[src/rtl/sed_pkg.sv]
`timescale 1ns / 1ps

package sed_pkg;

  // Default depth of the queue between the front and the back
  localparam int unsigned QueueDepthDefault = 4;

  // Digit budgets of the numeric escapes
  localparam logic [2:0] DigitsOct     = 3'd3;  // \o and \0 (the 0 is not counted among them)
  localparam logic [2:0] DigitsDec     = 3'd3;  // \d
  localparam logic [2:0] DigitsHex     = 3'd2;  // \x
  localparam logic [2:0] DigitsOctLead = 3'd2;  // \1 .. \7, lead digit already taken

  // Characters and control codes
  localparam logic [7:0] ChrBackslash = 8'h5C;
  localparam logic [7:0] CodeBs       = 8'd8;
  localparam logic [7:0] CodeEsc      = 8'd27;
  localparam logic [7:0] CodeFf       = 8'd12;
  localparam logic [7:0] CodeLf       = 8'd10;
  localparam logic [7:0] CodeCr       = 8'd13;
  localparam logic [7:0] CodeTab      = 8'd9;

  typedef enum logic [2:0] {
    PH_PLAIN = 3'b001,
    PH_ESC   = 3'b010,
    PH_NUM   = 3'b100
  } phase_e;

  typedef enum logic [1:0] {
    RX_OCT = 2'd0,
    RX_DEC = 2'd1,
    RX_HEX = 2'd2
  } radix_e;

  // One result word
  typedef struct packed {
    logic [7:0] data;
    logic       has_byte;
    logic       esc_error;
    logic       is_final;
  } result_t;

  // One queue entry: the one or two results caused by one input word
  typedef struct packed {
    result_t [1:0] res;
    logic          two;
  } entry_t;

  function automatic result_t mk_result(logic [7:0] data, logic has, logic err);
    result_t r;
    r.data      = has ? data : 8'd0;
    r.has_byte  = has;
    r.esc_error = err;
    r.is_final  = 1'b0;
    return r;
  endfunction

endpackage

[src/rtl/sed_fifo.sv]
`timescale 1ns / 1ps

module sed_fifo #(
  parameter int unsigned Depth = sed_pkg::QueueDepthDefault
) (
  input  logic            clk_i,
  input  logic            rst_ni,
  input  logic            push_i,
  input  sed_pkg::entry_t entry_i,
  input  logic            pop_i,
  output sed_pkg::entry_t head_o,
  output logic            empty_o,
  output logic            full_o
);
  import sed_pkg::*;

  localparam int unsigned PtrW = (Depth > 1) ? $clog2(Depth) : 1;
  localparam int unsigned CntW = $clog2(Depth + 1);

  entry_t            mem_q [Depth];
  logic [PtrW-1:0]   wr_ptr_q, wr_ptr_d;
  logic [PtrW-1:0]   rd_ptr_q, rd_ptr_d;
  logic [CntW-1:0]   count_q, count_d;
  logic              do_push, do_pop;

  assign empty_o = (count_q == '0);
  assign full_o  = (count_q == CntW'(Depth));
  assign head_o  = mem_q[rd_ptr_q];

  assign do_push = push_i && !full_o;
  assign do_pop  = pop_i && !empty_o;

  // Advance pointers with wrap at the depth
  always_comb begin
    wr_ptr_d = wr_ptr_q;
    rd_ptr_d = rd_ptr_q;
    count_d  = count_q;
    if (do_push) begin
      wr_ptr_d = (wr_ptr_q == PtrW'(Depth - 1)) ? '0 : wr_ptr_q + PtrW'(1);
    end
    if (do_pop) begin
      rd_ptr_d = (rd_ptr_q == PtrW'(Depth - 1)) ? '0 : rd_ptr_q + PtrW'(1);
    end
    if (do_push && !do_pop) begin
      count_d = count_q + CntW'(1);
    end else if (do_pop && !do_push) begin
      count_d = count_q - CntW'(1);
    end
  end

  always_ff @(posedge clk_i or negedge rst_ni) begin
    if (!rst_ni) begin
      wr_ptr_q <= '0;
      rd_ptr_q <= '0;
      count_q  <= '0;
    end else begin
      wr_ptr_q <= wr_ptr_d;
      rd_ptr_q <= rd_ptr_d;
      count_q  <= count_d;
    end
  end

  // Store the entry
  always_ff @(posedge clk_i) begin
    if (do_push) begin
      mem_q[wr_ptr_q] <= entry_i;
    end
  end

endmodule

[src/rtl/sed_front.sv]
`timescale 1ns / 1ps

module sed_front (
  input  logic            clk_i,
  input  logic            rst_ni,
  input  logic            in_valid_i,
  output logic            in_ready_o,
  input  logic [7:0]      in_char_i,
  input  logic            is_end_i,
  input  logic            full_i,
  output logic            push_o,
  output sed_pkg::entry_t entry_o
);
  import sed_pkg::*;

  phase_e      phase_q, phase_d;
  radix_e      radix_q, radix_d;
  logic [2:0]  left_q, left_d;
  logic [9:0]  acc_q, acc_d;
  logic        got_q, got_d;

  logic        accept;
  logic        dig_ok, is_dig;
  logic [3:0]  dig_val;
  logic [12:0] acc_scaled;
  logic [9:0]  acc_next;
  logic [1:0]  n;
  logic        taken;
  result_t     res [2];

  assign in_ready_o = !full_i;
  assign accept     = in_valid_i && in_ready_o;

  // Decode the character as a digit of the current radix
  always_comb begin
    dig_ok  = 1'b0;
    dig_val = 4'd0;
    if (in_char_i >= "0" && in_char_i <= "9") begin
      dig_ok  = 1'b1;
      dig_val = 4'(in_char_i - "0");
    end else if (in_char_i >= "a" && in_char_i <= "f") begin
      dig_ok  = 1'b1;
      dig_val = 4'(in_char_i - "a" + 8'd10);
    end else if (in_char_i >= "A" && in_char_i <= "F") begin
      dig_ok  = 1'b1;
      dig_val = 4'(in_char_i - "A" + 8'd10);
    end
    case (radix_q)
      RX_OCT:  is_dig = dig_ok && (dig_val < 4'd8);
      RX_DEC:  is_dig = dig_ok && (dig_val < 4'd10);
      default: is_dig = dig_ok;
    endcase
  end

  // Scale the running value by the radix: shifts and one add
  always_comb begin
    case (radix_q)
      RX_OCT:  acc_scaled = {acc_q, 3'b000};
      RX_DEC:  acc_scaled = {acc_q, 3'b000} + {2'b00, acc_q, 1'b0};
      default: acc_scaled = {acc_q[8:0], 4'b0000};
    endcase
    acc_next = acc_scaled[9:0] + {6'd0, dig_val};
  end

  // Classify the word, step the escape state, collect up to two results
  always_comb begin
    phase_d = phase_q;
    radix_d = radix_q;
    left_d  = left_q;
    acc_d   = acc_q;
    got_d   = got_q;
    n       = 2'd0;
    taken   = 1'b0;
    res[0]  = '0;
    res[1]  = '0;

    if (phase_q == PH_NUM) begin
      if (is_dig) begin
        acc_d  = acc_next;
        got_d  = 1'b1;
        left_d = left_q - 3'd1;
        if (left_q == 3'd1) begin
          res[n[0]] = mk_result(acc_next[7:0], 1'b1, 1'b0);
          n         = n + 2'd1;
          phase_d   = PH_PLAIN;
          radix_d   = RX_OCT;
          left_d    = 3'd0;
          acc_d     = 10'd0;
          got_d     = 1'b0;
        end
        taken = 1'b1;
      end else begin
        if (got_q) begin
          res[n[0]] = mk_result(acc_q[7:0], 1'b1, 1'b0);
          n         = n + 2'd1;
        end
        phase_d = PH_PLAIN;
        radix_d = RX_OCT;
        left_d  = 3'd0;
        acc_d   = 10'd0;
        got_d   = 1'b0;
      end
    end

    if (!taken) begin
      if (phase_d == PH_ESC) begin
        phase_d = PH_PLAIN;
        case (in_char_i)
          "b": begin res[n[0]] = mk_result(CodeBs, 1'b1, 1'b0);  n = n + 2'd1; end
          "e": begin res[n[0]] = mk_result(CodeEsc, 1'b1, 1'b0); n = n + 2'd1; end
          "f": begin res[n[0]] = mk_result(CodeFf, 1'b1, 1'b0);  n = n + 2'd1; end
          "n": begin res[n[0]] = mk_result(CodeLf, 1'b1, 1'b0);  n = n + 2'd1; end
          "r": begin res[n[0]] = mk_result(CodeCr, 1'b1, 1'b0);  n = n + 2'd1; end
          "t": begin res[n[0]] = mk_result(CodeTab, 1'b1, 1'b0); n = n + 2'd1; end
          "o": begin
            phase_d = PH_NUM; radix_d = RX_OCT; left_d = DigitsOct;
            acc_d = 10'd0; got_d = 1'b0;
          end
          "d": begin
            phase_d = PH_NUM; radix_d = RX_DEC; left_d = DigitsDec;
            acc_d = 10'd0; got_d = 1'b0;
          end
          "x": begin
            phase_d = PH_NUM; radix_d = RX_HEX; left_d = DigitsHex;
            acc_d = 10'd0; got_d = 1'b0;
          end
          "0": begin
            phase_d = PH_NUM; radix_d = RX_OCT; left_d = DigitsOct;
            acc_d = 10'd0; got_d = 1'b1;
          end
          "8", "9": begin
            // drop: no byte
          end
          default: begin
            if (in_char_i >= "1" && in_char_i <= "7") begin
              phase_d = PH_NUM; radix_d = RX_OCT; left_d = DigitsOctLead;
              acc_d = {7'd0, in_char_i[2:0]}; got_d = 1'b1;
            end else begin
              res[n[0]] = mk_result(in_char_i, 1'b1, 1'b0);
              n         = n + 2'd1;
            end
          end
        endcase
      end else if (in_char_i == ChrBackslash) begin
        phase_d = PH_ESC;
      end else begin
        res[n[0]] = mk_result(in_char_i, 1'b1, 1'b0);
        n         = n + 2'd1;
      end
    end

    // Close the literal: flush an open number, flag a dangling backslash
    if (is_end_i) begin
      if (phase_d == PH_ESC) begin
        res[n[0]] = mk_result(8'd0, 1'b0, 1'b1);
        n         = n + 2'd1;
      end else begin
        if (phase_d == PH_NUM && got_d) begin
          res[n[0]] = mk_result(acc_d[7:0], 1'b1, 1'b0);
          n         = n + 2'd1;
        end
        if (n == 2'd0) begin
          res[0] = mk_result(8'd0, 1'b0, 1'b0);
          n      = 2'd1;
        end
      end
      if (n == 2'd2) begin
        res[1].is_final = 1'b1;
      end else begin
        res[0].is_final = 1'b1;
      end
      phase_d = PH_PLAIN;
      radix_d = RX_OCT;
      left_d  = 3'd0;
      acc_d   = 10'd0;
      got_d   = 1'b0;
    end
  end

  assign push_o        = accept && (n != 2'd0);
  assign entry_o.res[0] = res[0];
  assign entry_o.res[1] = res[1];
  assign entry_o.two    = (n == 2'd2);

  always_ff @(posedge clk_i or negedge rst_ni) begin
    if (!rst_ni) begin
      phase_q <= PH_PLAIN;
      radix_q <= RX_OCT;
      left_q  <= 3'd0;
      acc_q   <= 10'd0;
      got_q   <= 1'b0;
    end else if (accept) begin
      phase_q <= phase_d;
      radix_q <= radix_d;
      left_q  <= left_d;
      acc_q   <= acc_d;
      got_q   <= got_d;
    end
  end

endmodule

[src/rtl/sed_back.sv]
`timescale 1ns / 1ps

module sed_back (
  input  logic            clk_i,
  input  logic            rst_ni,
  input  logic            empty_i,
  input  sed_pkg::entry_t head_i,
  output logic            pop_o,
  output logic            out_valid_o,
  input  logic            out_ready_i,
  output logic [7:0]      out_byte_o,
  output logic            has_byte_o,
  output logic            esc_error_o,
  output logic            is_final_o
);
  import sed_pkg::*;

  logic    valid_q, valid_d;
  result_t res_q, res_d;
  logic    idx_q, idx_d;
  logic    load;

  assign load = !valid_q || out_ready_i;

  // Hand out the results of the head entry one word at a time
  always_comb begin
    valid_d = valid_q;
    res_d   = res_q;
    idx_d   = idx_q;
    pop_o   = 1'b0;
    if (load) begin
      if (!empty_i) begin
        valid_d = 1'b1;
        res_d   = head_i.res[idx_q];
        if (head_i.two && !idx_q) begin
          idx_d = 1'b1;
        end else begin
          idx_d = 1'b0;
          pop_o = 1'b1;
        end
      end else begin
        valid_d = 1'b0;
      end
    end
  end

  always_ff @(posedge clk_i or negedge rst_ni) begin
    if (!rst_ni) begin
      valid_q <= 1'b0;
      idx_q   <= 1'b0;
    end else begin
      valid_q <= valid_d;
      idx_q   <= idx_d;
    end
  end

  // Hold the output word until taken
  always_ff @(posedge clk_i) begin
    res_q <= res_d;
  end

  assign out_valid_o = valid_q;
  assign out_byte_o  = res_q.data;
  assign has_byte_o  = res_q.has_byte;
  assign esc_error_o = res_q.esc_error;
  assign is_final_o  = res_q.is_final;

endmodule

[src/rtl/string_escape_decoder.sv]
// A character's results pass through the entry queue and then the output register.
// Throughput: one character per clock while the queue is not full; results leave at one per
// clock while out_ready_i is high, so a character that yields two results (a closed number
// plus the next byte) gives the output side two words, absorbed by the entry queue between
// the decoder and the output register. Reset (asynchronous, active low) returns the escape
// state to plain text and empties the queue and the output register.
`timescale 1ns / 1ps

module string_escape_decoder #(
  parameter int unsigned QueueDepth = sed_pkg::QueueDepthDefault
) (
  input  logic       clk_i,
  input  logic       rst_ni,
  input  logic       in_valid_i,
  output logic       in_ready_o,
  input  logic [7:0] in_char_i,
  input  logic       is_end_i,
  output logic       out_valid_o,
  input  logic       out_ready_i,
  output logic [7:0] out_byte_o,
  output logic       has_byte_o,
  output logic       esc_error_o,
  output logic       is_final_o
);
  import sed_pkg::*;

  entry_t push_entry;
  entry_t head;
  logic   push, pop, empty, full;

  sed_front u_front (
    .clk_i      (clk_i),
    .rst_ni     (rst_ni),
    .in_valid_i (in_valid_i),
    .in_ready_o (in_ready_o),
    .in_char_i  (in_char_i),
    .is_end_i   (is_end_i),
    .full_i     (full),
    .push_o     (push),
    .entry_o    (push_entry)
  );

  sed_fifo #(
    .Depth (QueueDepth)
  ) u_fifo (
    .clk_i   (clk_i),
    .rst_ni  (rst_ni),
    .push_i  (push),
    .entry_i (push_entry),
    .pop_i   (pop),
    .head_o  (head),
    .empty_o (empty),
    .full_o  (full)
  );

  sed_back u_back (
    .clk_i       (clk_i),
    .rst_ni      (rst_ni),
    .empty_i     (empty),
    .head_i      (head),
    .pop_o       (pop),
    .out_valid_o (out_valid_o),
    .out_ready_i (out_ready_i),
    .out_byte_o  (out_byte_o),
    .has_byte_o  (has_byte_o),
    .esc_error_o (esc_error_o),
    .is_final_o  (is_final_o)
  );

endmodule

[config.mk]
export PLATFORM = sky130hd
export DESIGN_NAME = string_escape_decoder
export DESIGN_NICKNAME = d
export VERILOG_FILES = /design/src/rtl/sed_pkg.sv /design/src/rtl/sed_fifo.sv /design/src/rtl/sed_front.sv /design/src/rtl/sed_back.sv /design/src/rtl/string_escape_decoder.sv
export SDC_FILE = /design/constraint.sdc
export NUM_CORES = 1
export LEC_CHECK = 0
export BUFFER_PORTS_ARGS = -buffer_cell sky130_fd_sc_hd__buf_4
export CAP_MARGIN = 20
export CELL_PAD_IN_SITES_DETAIL_PLACEMENT = 1
export CELL_PAD_IN_SITES_GLOBAL_PLACEMENT = 2
export CORE_MARGIN = 4
export CORE_UTILIZATION = 35
export CTS_CLUSTER_SIZE = 40
export DETAILED_ROUTE_END_ITERATION = 10
export PLACE_DENSITY = 0.64
export SLEW_MARGIN = 20
export SYNTH_ARGS = -nofsm -noshare
export SYNTH_HDL_FRONTEND = slang
export SYNTH_HIERARCHICAL = 1
export SYNTH_SLANG_ARGS = --single-unit
[constraint.sdc]
create_clock -name clk_i -period 6.9 [get_ports clk_i]
set_input_delay 0.345 -clock clk_i [delete_from_list [all_inputs] [get_ports clk_i]]
set_output_delay 0.345 -clock clk_i [all_outputs]
set_load 0.005 [all_outputs]
== After elaboration in Yosys (flattened, before gate mapping) ==
Memories as Yosys holds them, arrays and structs flattened.
Cells that the tools add are included.
Word-level totals
  register bits: 39
  bits in writable memories: 92
  input port bits: 13
  output and inout bits: 13
  word-level logic and storage cells: 229
  memories kept: 1
Memories
  u_fifo.mem_q: words 4, bits a word 23, rd ports 1, clocked after Yosys merged registers in 0, wr ports 1, RTL line sed_fifo.sv:20  | entry_t mem_q [Depth];
Cells by class
  add/subtract/negate cells: 14
  magnitude comparators: 15
  equal/unequal tests: 24
  mux-type cells: 101
  bitwise operators: 24
  reduce and logical (&&, ||, !) cells: 36
Operators with widths (count)
  22-bit 2-to-1 mux: 7
  22-bit case mux with 7 select lines: 1
  11-bit 2-to-1 mux: 9
  8-bit by 7-bit == test with 1-bit output, second input constant: 10
  10-bit 2-to-1 mux: 7
  3-bit 2-to-1 mux: 17
  16-bit bitwise AND: 3
  16-bit NOT: 3
  22-bit bitwise mux: 2
  2-bit 2-to-1 mux: 22
  10-bit case mux with 2 select lines: 2
  8-bit by 6-bit == test with 1-bit output, second input constant: 3
  1-bit 2-to-1 mux: 23
  11-bit demux with 1-bit select: 2
  20-bit bitwise AND: 1
  20-bit NOT: 1
  18-bit bitwise AND: 1
  18-bit NOT: 1
  6-bit OR: 3
  8-bit by 6-bit greater-or-equal comparator with 1-bit output, second input constant: 2
  8-bit by 7-bit greater-or-equal comparator with 1-bit output, second input constant: 2
  8-bit by 6-bit <= comparator with 1-bit output, second input constant: 2
  8-bit by 7-bit <= comparator with 1-bit output, second input constant: 2
  1-bit logical AND: 16
  other kinds (44): 72

== Depth between registers and ports, before layout ==
Gate-level depths: netlist of the first run.
  depth in word-level cells: 31
  gate-level depth with buffers: 24
  gate-level depth less buffers: 20

== Hierarchy ==
Netlist of the first run, hierarchy kept.
By module, submodules not included
  sed_fifo: times used 1, cells each 158, area an instance 3761.1 um^2, seq. area each 2937.8 um^2
  sed_front: times used 1, cells each 399, area an instance 2819.0 um^2, seq. area each 426.7 um^2
  sed_back: times used 1, cells each 32, area an instance 601.8 um^2, seq. area each 380.4 um^2

== Worst setup path before layout of the first run ==
No wires, ideal clock.
  path kind: in2reg
  from: input in_char_i[0]
  to: register u_fifo.count_q[1]
  data arrival time: 5.129 ns
  data required time: 6.775 ns
  slack: 1.646 ns
  stages on the path: 22
  cells stage by stage: clkbuf_1 -> inv_1 -> ha_1 -> or3b_4 -> nand3_1 -> o21a_1 -> a311oi_2 -> o21ai_0 -> a21oi_1 -> clkbuf_1 -> ha_1 -> a211oi_1 -> or3_1 -> clkbuf_1 -> nor3_1 -> a21oi_1 -> nor2b_1 -> buf_2 -> ha_1 -> inv_1 -> fa_1 -> mux2_2
On the way
  elaborated cells on any way between the ends: 90
RTL lines
  from (decl): RTL line string_escape_decoder.sv:16  | input logic [7:0] in_char_i,
  4-bit by 1-bit subtractor with 4-bit output, or another cell as far along: RTL line sed_front.sv:43, sed_front.sv:46
  4-bit adder or 1-bit logical AND (tied branches): RTL line sed_front.sv:43, sed_front.sv:46, sed_front.sv:44
  4-bit 2-to-1 mux: RTL line sed_front.sv:44  | end else if (in_char_i >= "A" && in_char_i <= "F") begin
  4-bit 2-to-1 mux: RTL line sed_front.sv:41  | end else if (in_char_i >= "a" && in_char_i <= "f") begin
  4-bit 2-to-1 mux: RTL line sed_front.sv:38  | if (in_char_i >= "0" && in_char_i <= "9") begin
  4-bit < comparator (on tied branches): RTL line sed_front.sv:50, sed_front.sv:49
  1-bit logical AND (on tied branches): RTL line sed_front.sv:50, sed_front.sv:49
  1-bit case mux with 2 select lines: RTL line sed_front.sv:48  | case (radix_q)
  [... 16 more ...]
  2-bit nonzero test (*): RTL line sed_front.sv:180  | assign push_o = accept && (n != 2'd0);
  1-bit logical AND (*): RTL line sed_front.sv:180
  via push: RTL line string_escape_decoder.sv:29  | logic push, pop, empty, full;
  1-bit logical AND (*): RTL line sed_fifo.sv:30  | assign do_push = push_i && !full_o;
  via u_fifo.do_push: RTL line sed_fifo.sv:24  | logic do_push, do_pop;
  1-bit logical AND (*): RTL line sed_fifo.sv:44  | if (do_push && !do_pop) begin
  3-bit 2-to-1 mux (*): RTL line sed_fifo.sv:44
  via u_fifo.count_d[1]: RTL line sed_fifo.sv:23  | logic [CntW-1:0] count_q, count_d;
  to (signal assigned): RTL line sed_fifo.sv:59  | count_q <= count_d;
  to (decl): RTL line sed_fifo.sv:23
Mark *: on every way through the listed nets, which the timed path passes. The rest lies on a longest branch. The select of a mux whose other input is x is not followed.
A chain may end at the register's enable or synchronous reset.

== Worst setup path in the final report of the first run ==
  from: input in_char_i[0]
  to: register u_fifo.count_q[2]
On the way
  longest elaborated chain between the ends: 30
  elaborated cells on any way between the ends: 90
RTL lines
  4-bit by 1-bit subtractor with 4-bit output, or another cell as far along: RTL line sed_front.sv:43, sed_front.sv:46
  4-bit adder or 1-bit logical AND (tied branches): RTL line sed_front.sv:43, sed_front.sv:46, sed_front.sv:44
  4-bit 2-to-1 mux: RTL line sed_front.sv:44
  4-bit 2-to-1 mux: RTL line sed_front.sv:41
  4-bit 2-to-1 mux: RTL line sed_front.sv:38
  4-bit < comparator (on tied branches): RTL line sed_front.sv:50, sed_front.sv:49
  1-bit logical AND (on tied branches): RTL line sed_front.sv:50, sed_front.sv:49
  1-bit case mux with 2 select lines: RTL line sed_front.sv:48
  [... 15 more ...]
  2-bit 2-to-1 mux (*): RTL line sed_front.sv:153  | if (is_end_i) begin
  2-bit nonzero test (*): RTL line sed_front.sv:180
  1-bit logical AND (*): RTL line sed_front.sv:180
  via push: RTL line string_escape_decoder.sv:29
  1-bit logical AND (*): RTL line sed_fifo.sv:30
  1-bit zero test: RTL line sed_fifo.sv:46  | end else if (do_pop && !do_push) begin
  1-bit logical AND: RTL line sed_fifo.sv:46
  2-bit nonzero test (no source line)
Marked as above.

==> impl_metrics.toml, run 1 <==
[outcome]
status = "finished clean"

[worst_setup_path]
cp.arrival_ps = 5420
crit_path_start_kind = "primary input"
worstSetupEndpointType = "flop"
worstPathMaxFanout = 16
crit_required_ps = 7230
critPathKind = "in2reg"

[placement]
gp_routability_congestion = 0.852
numPortBuffers = 25
place_hpwl_mm = 15.1
dp_cells = 868

[yosys]
ys_seq_elements = 129
yosysSeqAreaShare_pct = 52.1
synth_edf_count = 103
ys_warn_count = 6
synth_cell_types = 76
syn_area_um2 = 7180
syn_nets = 627
syn_area_per_cell_um2 = 12.2
synth_flop_cell = "edfxtp_1"
syn_inst = 589
async_reset_ff_share_pct = 20.2

[detailed_routing]
num_vias = 5028
drtIter0Drc = 297
vias_per_cell = 5.58
dr.pass1.iters = 4
wl_mm = 20.6
routedWlPerCell_um = 22.9
drtAntennaViolNets = 0
drc = 0

[hold_path]
holdCritPathClass = "in2reg"

[sta]
relSlewSlack_pct = 43.3
fmax_ghz = 0.196
hold-worst-slack_ps = 122
worstMarginPinSlew_ps = 847
rsz0062_at_grt = "no"
finalSetupViolations = 0
finalMaxSlewViolations = 0
fin_tns_setup_ps = 0
fin_crit_sh_pct = 73.8
hold_violations = 0
fin_crit_ps = 5090
fin_skew_ps = 8.75

[clock_network]
clk_latency_ps = 410
post-cts-setup-buffers = 0
holdBufCountCts = 1
cts.sinks = 129
cts-root-to-sink-buffers = 2
cts_root_buffer = "clkbuf_16"
numCtsBuffers = 17
htreeDepth = 4
cts_resized = 0
clkTransAtPathRegs_ps = 60
cts_tree = "yes"

[grt]
grt_usage_pct = 18.9
grt_overflow = 0
grt_first_pass_wirelength_mm = 32.0
grt_pass1_vias = 5419
grt_max_degree = 27
grt_antenna_before_repair = 0

[cells_and_area]
ff_latch_area_um2 = 3740
final_layout_size_suffix_gt1_share_pct = 19.8
area_growth_pct = 15.1
multiInputGateArea_um2 = 3230
final_cells = 901
layout_common_cells = "edfxtp_1 (103), nand2_1 (56), buf_4 (35), nor2_1 (35), a21oi_1 (34)"
nets = 656
layout_commonest_cell = "edfxtp_1"
diodes = 0
fill_cells = 2129

[floorplanning]
start_util_pct = 35.5
fp.dieW_um = 151
std_cell_rows = 52
core_um2 = 20200
pin_count = 26
chipHeight_um = 151
dieArea_um2 = 22900

[job]
maxCapViolations = 0

[power]
ir_drop_v = 0.000133
p_per_area_nw_per_um2 = 330
p_leak_nw = 3.04
state kept, by name, summed over array words and instances, names as in the netlist, 2 cells and up:
| signal | flops |
|---|---|
| u_back/out_byte_o | 8 |
| u_fifo/count_q | 3 |
| u_fifo/mem_q | 92 |
| u_fifo/rd_ptr_q | 2 |
| u_fifo/wr_ptr_q | 2 |
| u_front/acc_q | 8 |
| u_front/left_q | 3 |
| u_front/phase_q | 3 |
| u_front/radix_q | 2 |
path summary, 6_finish.rpt:
kind	slack [ps]	cells past startpoint	to	startpoint
worst max-delay path	1810	22	u_fifo/count_q[2]$_DFFE_PN0P_	in_char_i[0]
max in group asynchronous	6200	2	u_front/phase_q[0]$_DFFE_PN1P_	rst_ni
worst min register to register	530	2	u_front/phase_q[0]$_DFFE_PN1P_	u_front/phase_q[0]$_DFFE_PN1P_
worst max register to register	2420	19	u_fifo/count_q[2]$_DFFE_PN0P_	u_front/left_q[1]$_DFFE_PN0P_
worst min-delay path	120	2	u_back/out_valid_o$_DFFE_PN0P_	out_ready_i
min in group asynchronous	390	2	u_back/out_valid_o$_DFFE_PN0P_	rst_ni
worst max-delay path: stages:
cell,delay [ps]
buf_4,170
inv_1,90
ha_1,290
or3b_4,290
nand3_1,90
o21a_1,280
a311oi_2,400
o21ai_0,210
a21oi_1,190
buf_4,230
ha_1,260
a211oi_1,410
or3_1,290
nor3_1,140
a21oi_1,170
nor2b_1,430
ha_1,260
inv_1,60
fa_1,370
xor2_1,150
nor2_1,110
xor2_1,170
layer usage:
layer	vias up	track usage, %	share of wire (%)
met5	-	0	0
li1	2321	-	-
met4	0	8.16	3.5
met1	2559	23.8	44
met3	44	2.96	3.0
met2	104	32.1	50
cell families (layout without fill, tap and decap cells):
group           Yosys count  in the layout  share of synthesized area [%]
flops                   129            129                           52.1
simple gates            185            185                           13.3
xor+xnor                 14             14                           1.71
buf+inv                  46             88                           2.84
fa+ha+maj                25             25                           4.56
mux                      47             47                           11.4
compound gates          143            143                           14.0
per-stage QoR:
stage	setup WS, ps	total power, mW	area (um^2)	utilization [%]
final	1810	2.73	8270	40.8
after global routing	1370	2.89	8270	40.8
after CTS	1840	2.78	8270	40.8
after detailed placement	1420	1.87	7650	37.8
after global placement	1650	1.85	7650	37.8
after floorplan	1650	1.64	7180	-
report_power, final:
group	switching [mW]	total, mW	internal, mW	leakage (nW)
Sequential	0.0760	1.12	1.04	1.31
Clock	0.324	0.899	0.575	0.290
Combinational	0.343	0.712	0.370	1.45
Total	0.742	2.73	1.99	3.04
cell usage after synthesis, types with 3 or more instances:
| cell | number | area share (%) |
|---|---|---|
| a21o_1 | 5 | 0.52 |
| a31oi_1 | 3 | 0.26 |
| mux2i_1 | 6 | 0.84 |
| nor2b_1 | 12 | 1.0 |
| mux2_4 | 11 | 2.3 |
| o31ai_1 | 9 | 0.94 |
| nand4_1 | 5 | 0.44 |
| xor2_1 | 6 | 0.73 |
| nand2b_1 | 5 | 0.44 |
| nand3_1 | 14 | 0.98 |
| clkbuf_1 | 14 | 0.73 |
| dfrtp_1 | 25 | 8.7 |
| and2_1 | 14 | 1.2 |
| edfxtp_1 | 103 | 43 |
| or3_1 | 4 | 0.35 |
| o211ai_1 | 3 | 0.31 |
| a22o_1 | 7 | 0.85 |
| mux4_2 | 23 | 7.2 |
| o21ai_0 | 31 | 2.2 |
| xnor2_1 | 8 | 0.98 |
| buf_2 | 7 | 0.49 |
| nor2_1 | 35 | 1.8 |
| nand2_1 | 56 | 2.9 |
| nor3_1 | 18 | 1.3 |
| buf_4 | 4 | 0.42 |
| ha_1 | 23 | 4.0 |
| inv_1 | 20 | 1.0 |
| o22ai_1 | 6 | 0.52 |
| mux2_2 | 7 | 1.1 |
| and3_1 | 3 | 0.26 |
| a211oi_1 | 8 | 0.84 |
| a21oi_1 | 34 | 2.4 |
| o21a_1 | 3 | 0.31 |
| a22oi_1 | 4 | 0.42 |
final cells by class:
type,count,share of cell area (%)
sequential,129,45.3
multi-input combinational,414,39.1
clock buffer,18,5.31
timing repair buffer,36,3.30
clock inverter,14,1.97
inverter,20,0.908
tap,270,4.09
No activity file was read; power rests on OpenSTA's default activity.
==> run 2: changes to the inputs <==
--- a/config.mk
+++ b/config.mk
@@ -5,6 +5,7 @@
 export SDC_FILE = /design/constraint.sdc
 export NUM_CORES = 1
 export LEC_CHECK = 0
+export ABC_AREA = 1
 export BUFFER_PORTS_ARGS = -buffer_cell sky130_fd_sc_hd__buf_4
 export CAP_MARGIN = 20
 export CELL_PAD_IN_SITES_DETAIL_PLACEMENT = 1
@@ -13,7 +14,7 @@
 export CORE_UTILIZATION = 35
 export CTS_CLUSTER_SIZE = 40
 export DETAILED_ROUTE_END_ITERATION = 10
-export PLACE_DENSITY = 0.64
+export PLACE_DENSITY = 0.72
 export SLEW_MARGIN = 20
 export SYNTH_ARGS = -nofsm -noshare
 export SYNTH_HDL_FRONTEND = slang
==> constraint.sdc (replaced) <==
create_clock -name clk_i -period 4.3 [get_ports clk_i]
set_input_delay 0.215 -clock clk_i [delete_from_list [all_inputs] [get_ports clk_i]]
set_output_delay 0.215 -clock clk_i [all_outputs]
set_load 0.005 [all_outputs]
==> run 2 against run 1 <==
  * Die area increased by 5.8%
  * Register-to-register slack lost 1800 ps
  * Via count grew 23%
  * Flip-flop and latch count unchanged
  * Routed wire length up 8.5%
  * Design area rose by 8.2%
  * Core utilization is 1.3 points higher
  * Worst setup slack lost 1400 ps
  * Global-route usage is 0.24 points higher
  * Non-clock buffer count grew 23
  * Hold slack worse by 25 ps
  * Clock skew grew 3.6 ps
  * Largest power group unchanged
==> impl_metrics.toml, run 2 <==
[outcome]
status = "finished clean"

[cells_and_area]
final_layout_size_suffix_gt1_share_pct = 17.9
final_cells = 1200
fill_cells = 2449
layout_commonest_cell = "nand2_1"
area_growth_pct = 17.4
finalInstanceArea_um2 = 8940
diodes = 0
nets = 950
largest-register = "u_fifo/mem_q"
layout_common_cells = "nand2_1 (203), inv_1 (131), edfxtp_1 (103), buf_4 (54), o211ai_1 (51)"
largest_register_ffs = 92

[clock_network]
clk_latency_ps = 420
cts.sinks = 129
post-cts-setup-buffers = 0
cts_tree = "yes"
cts-root-to-sink-buffers = 2
htreeDepth = 4
numCtsBuffers = 17
clkTransAtPathRegs_ps = 60
cts_root_buffer = "clkbuf_16"

[power]
power.total_mw = 4.52
p_per_area_nw_per_um2 = 506
p_leak_nw = 3.82
ir_drop_v = 0.000329

[worst_setup_path]
critPathKind = "in2reg"
crit_required_ps = 4610
critical-path-max-stage-delay_ps = 350
worstPathMaxFanout = 7
crit_top_cell = "nand2_1"
critPathSlowestCell = "fa_2"
cp.arrival_ps = 4230
crit_path_start_kind = "primary input"
worstSetupEndpointType = "flop"

[sta]
hold_violations = 0
relSlewSlack_pct = 42.7
setup_ws_ps = 377
fmax_ghz = 0.255
fin_crit_sh_pct = 91.2
rsz0062_at_grt = "no"
finalMaxSlewViolations = 0
fin_crit_ps = 3920
worstMarginPinSlew_ps = 859
finalSetupViolations = 0
hold-worst-slack_ps = 96.8
fin_skew_ps = 12.3

[yosys]
yosysMostFrequentCell = "nand2_1"
ys_top_cells_by_area = "edfxtp_1 (41%), nand2_1 (10%), dfrtp_1 (8.2%)"
synth_top_area_share_pct = 40.6
synth_edf_count = 103
ys_warn_count = 6
yosysSeqAreaShare_pct = 49.1
syn_inst = 860
netlist_top_cells_count = "nand2_1 (204), inv_1 (132), edfxtp_1 (103)"
synth_flop_cell = "edfxtp_1"
ys_seq_elements = 129
async_reset_ff_share_pct = 20.2
syn_area_um2 = 7620
syn_area_per_cell_um2 = 8.86
syn_nets = 898
synth_cell_types = 54
synth_largest_area_cell = "edfxtp_1"

[detailed_routing]
wl_mm = 22.4
vias_per_cell = 5.14
routedWlPerCell_um = 18.6
drtIter0Drc = 227
drtAntennaViolNets = 0
drc = 0
dr.pass1.iters = 5
num_vias = 6168

[floorplanning]
chipHeight_um = 156
fp.dieW_um = 156
start_util_pct = 35.9
dieArea_um2 = 24200
pin_count = 26
std_cell_rows = 53
core_um2 = 21200

[placement]
place_hpwl_mm = 16.3
dp_cells = 1167
pre_cts_slack_ps = -93.0
gp_routability_congestion = 0.876
numPortBuffers = 25
place_area_um2 = 8310

[grt]
grt_max_degree = 89
grt_pass1_vias = 6660
grt_usage_pct = 19.1
grt_antenna_before_repair = 0
grt_first_pass_wirelength_mm = 36.0
grt_overflow = 0

[job]
maxCapViolations = 0

[hold_path]
holdCritPathClass = "in2reg"
run 2: cell type report:
| cell class | instances | area (um^2) | share of cell area, % |
|---|---|---|---|
| clock buffer | 17 | 425 | 4.76 |
| timing repair buffer | 59 | 495 | 5.54 |
| tap | 275 | 344 | 3.85 |
| sequential | 129 | 3750 | 41.9 |
| multi-input combinational | 558 | 3190 | 35.7 |
| inverter | 147 | 557 | 6.23 |
| clock inverter | 15 | 181 | 2.03 |
run 2: repair_timing:
item,4_1_cts,5_1_grt
hold endpoints to repair,25,0
endpoints found under the setup margin,0,1
resized for setup,0,3
hold buffers,1,0
run 2: worst max-delay path: cells and delay by family:
kind,cells,cell delay (ps)
AND/OR/NAND/NOR,30,2560
buffers and inverters,7,550
adder cells (fa/ha/maj),4,900
run 2: final timing paths:
path                                                    start                             end  slack (ps)  depth (start not counted)
max in group asynchronous                              rst_ni  u_front/phase_q[0]$_DFFE_PN1P_        3720                          2
worst max register to register  u_front/left_q[1]$_DFFE_PN0P_   u_fifo/count_q[2]$_DFFE_PN0P_         620                         28
worst min register to register  u_fifo/count_q[2]$_DFFE_PN0P_   u_fifo/count_q[2]$_DFFE_PN0P_         540                          2
min in group asynchronous                              rst_ni   u_front/left_q[2]$_DFFE_PN0P_         260                          2
worst min-delay path                              out_ready_i  u_back/out_valid_o$_DFFE_PN0P_         100                          4
worst max-delay path                             in_char_i[1]   u_fifo/count_q[2]$_DFFE_PN0P_         380                         41
run 2: report_power, final:
group	leakage [nW]	internal [mW]	switching, mW
clock	0.288	0.919	0.574
combinational	2.24	0.452	0.849
sequential	1.29	1.64	0.0899
total	3.82	3.01	1.51
run 2: metrics by stage:
stage / setup TNS (ps) / utilization [%]
after floorplan: -4760 / -
after global placement: 0 / 39.2
after detailed placement: -136 / 39.2
after CTS: 0 / 42.1
after global routing: 0 / 42.1
final: 0 / 42.1
run 2: per-layer routing:
metal	part of all wire (%)	vias up	GRT usage, %
met4	2.0	0	5.38
met3	2.4	35	3.52
met2	52	96	34.4
li1	-	2995	-
met1	44	3042	23.6
met5	0	-	0
run 2: kinds of logic (layout without fill, tap and decap cells):
group	after synthesis	count (layout)	share of synthesized area, %
buffers and inverters	173	238	9.52
and+or+nand+nor	367	367	22.6
DFF	129	129	49.1
adders and majority gates	25	25	4.30
AOI/OAI and AO/OA	156	156	13.3
xor gates and xnor gates	10	10	1.15
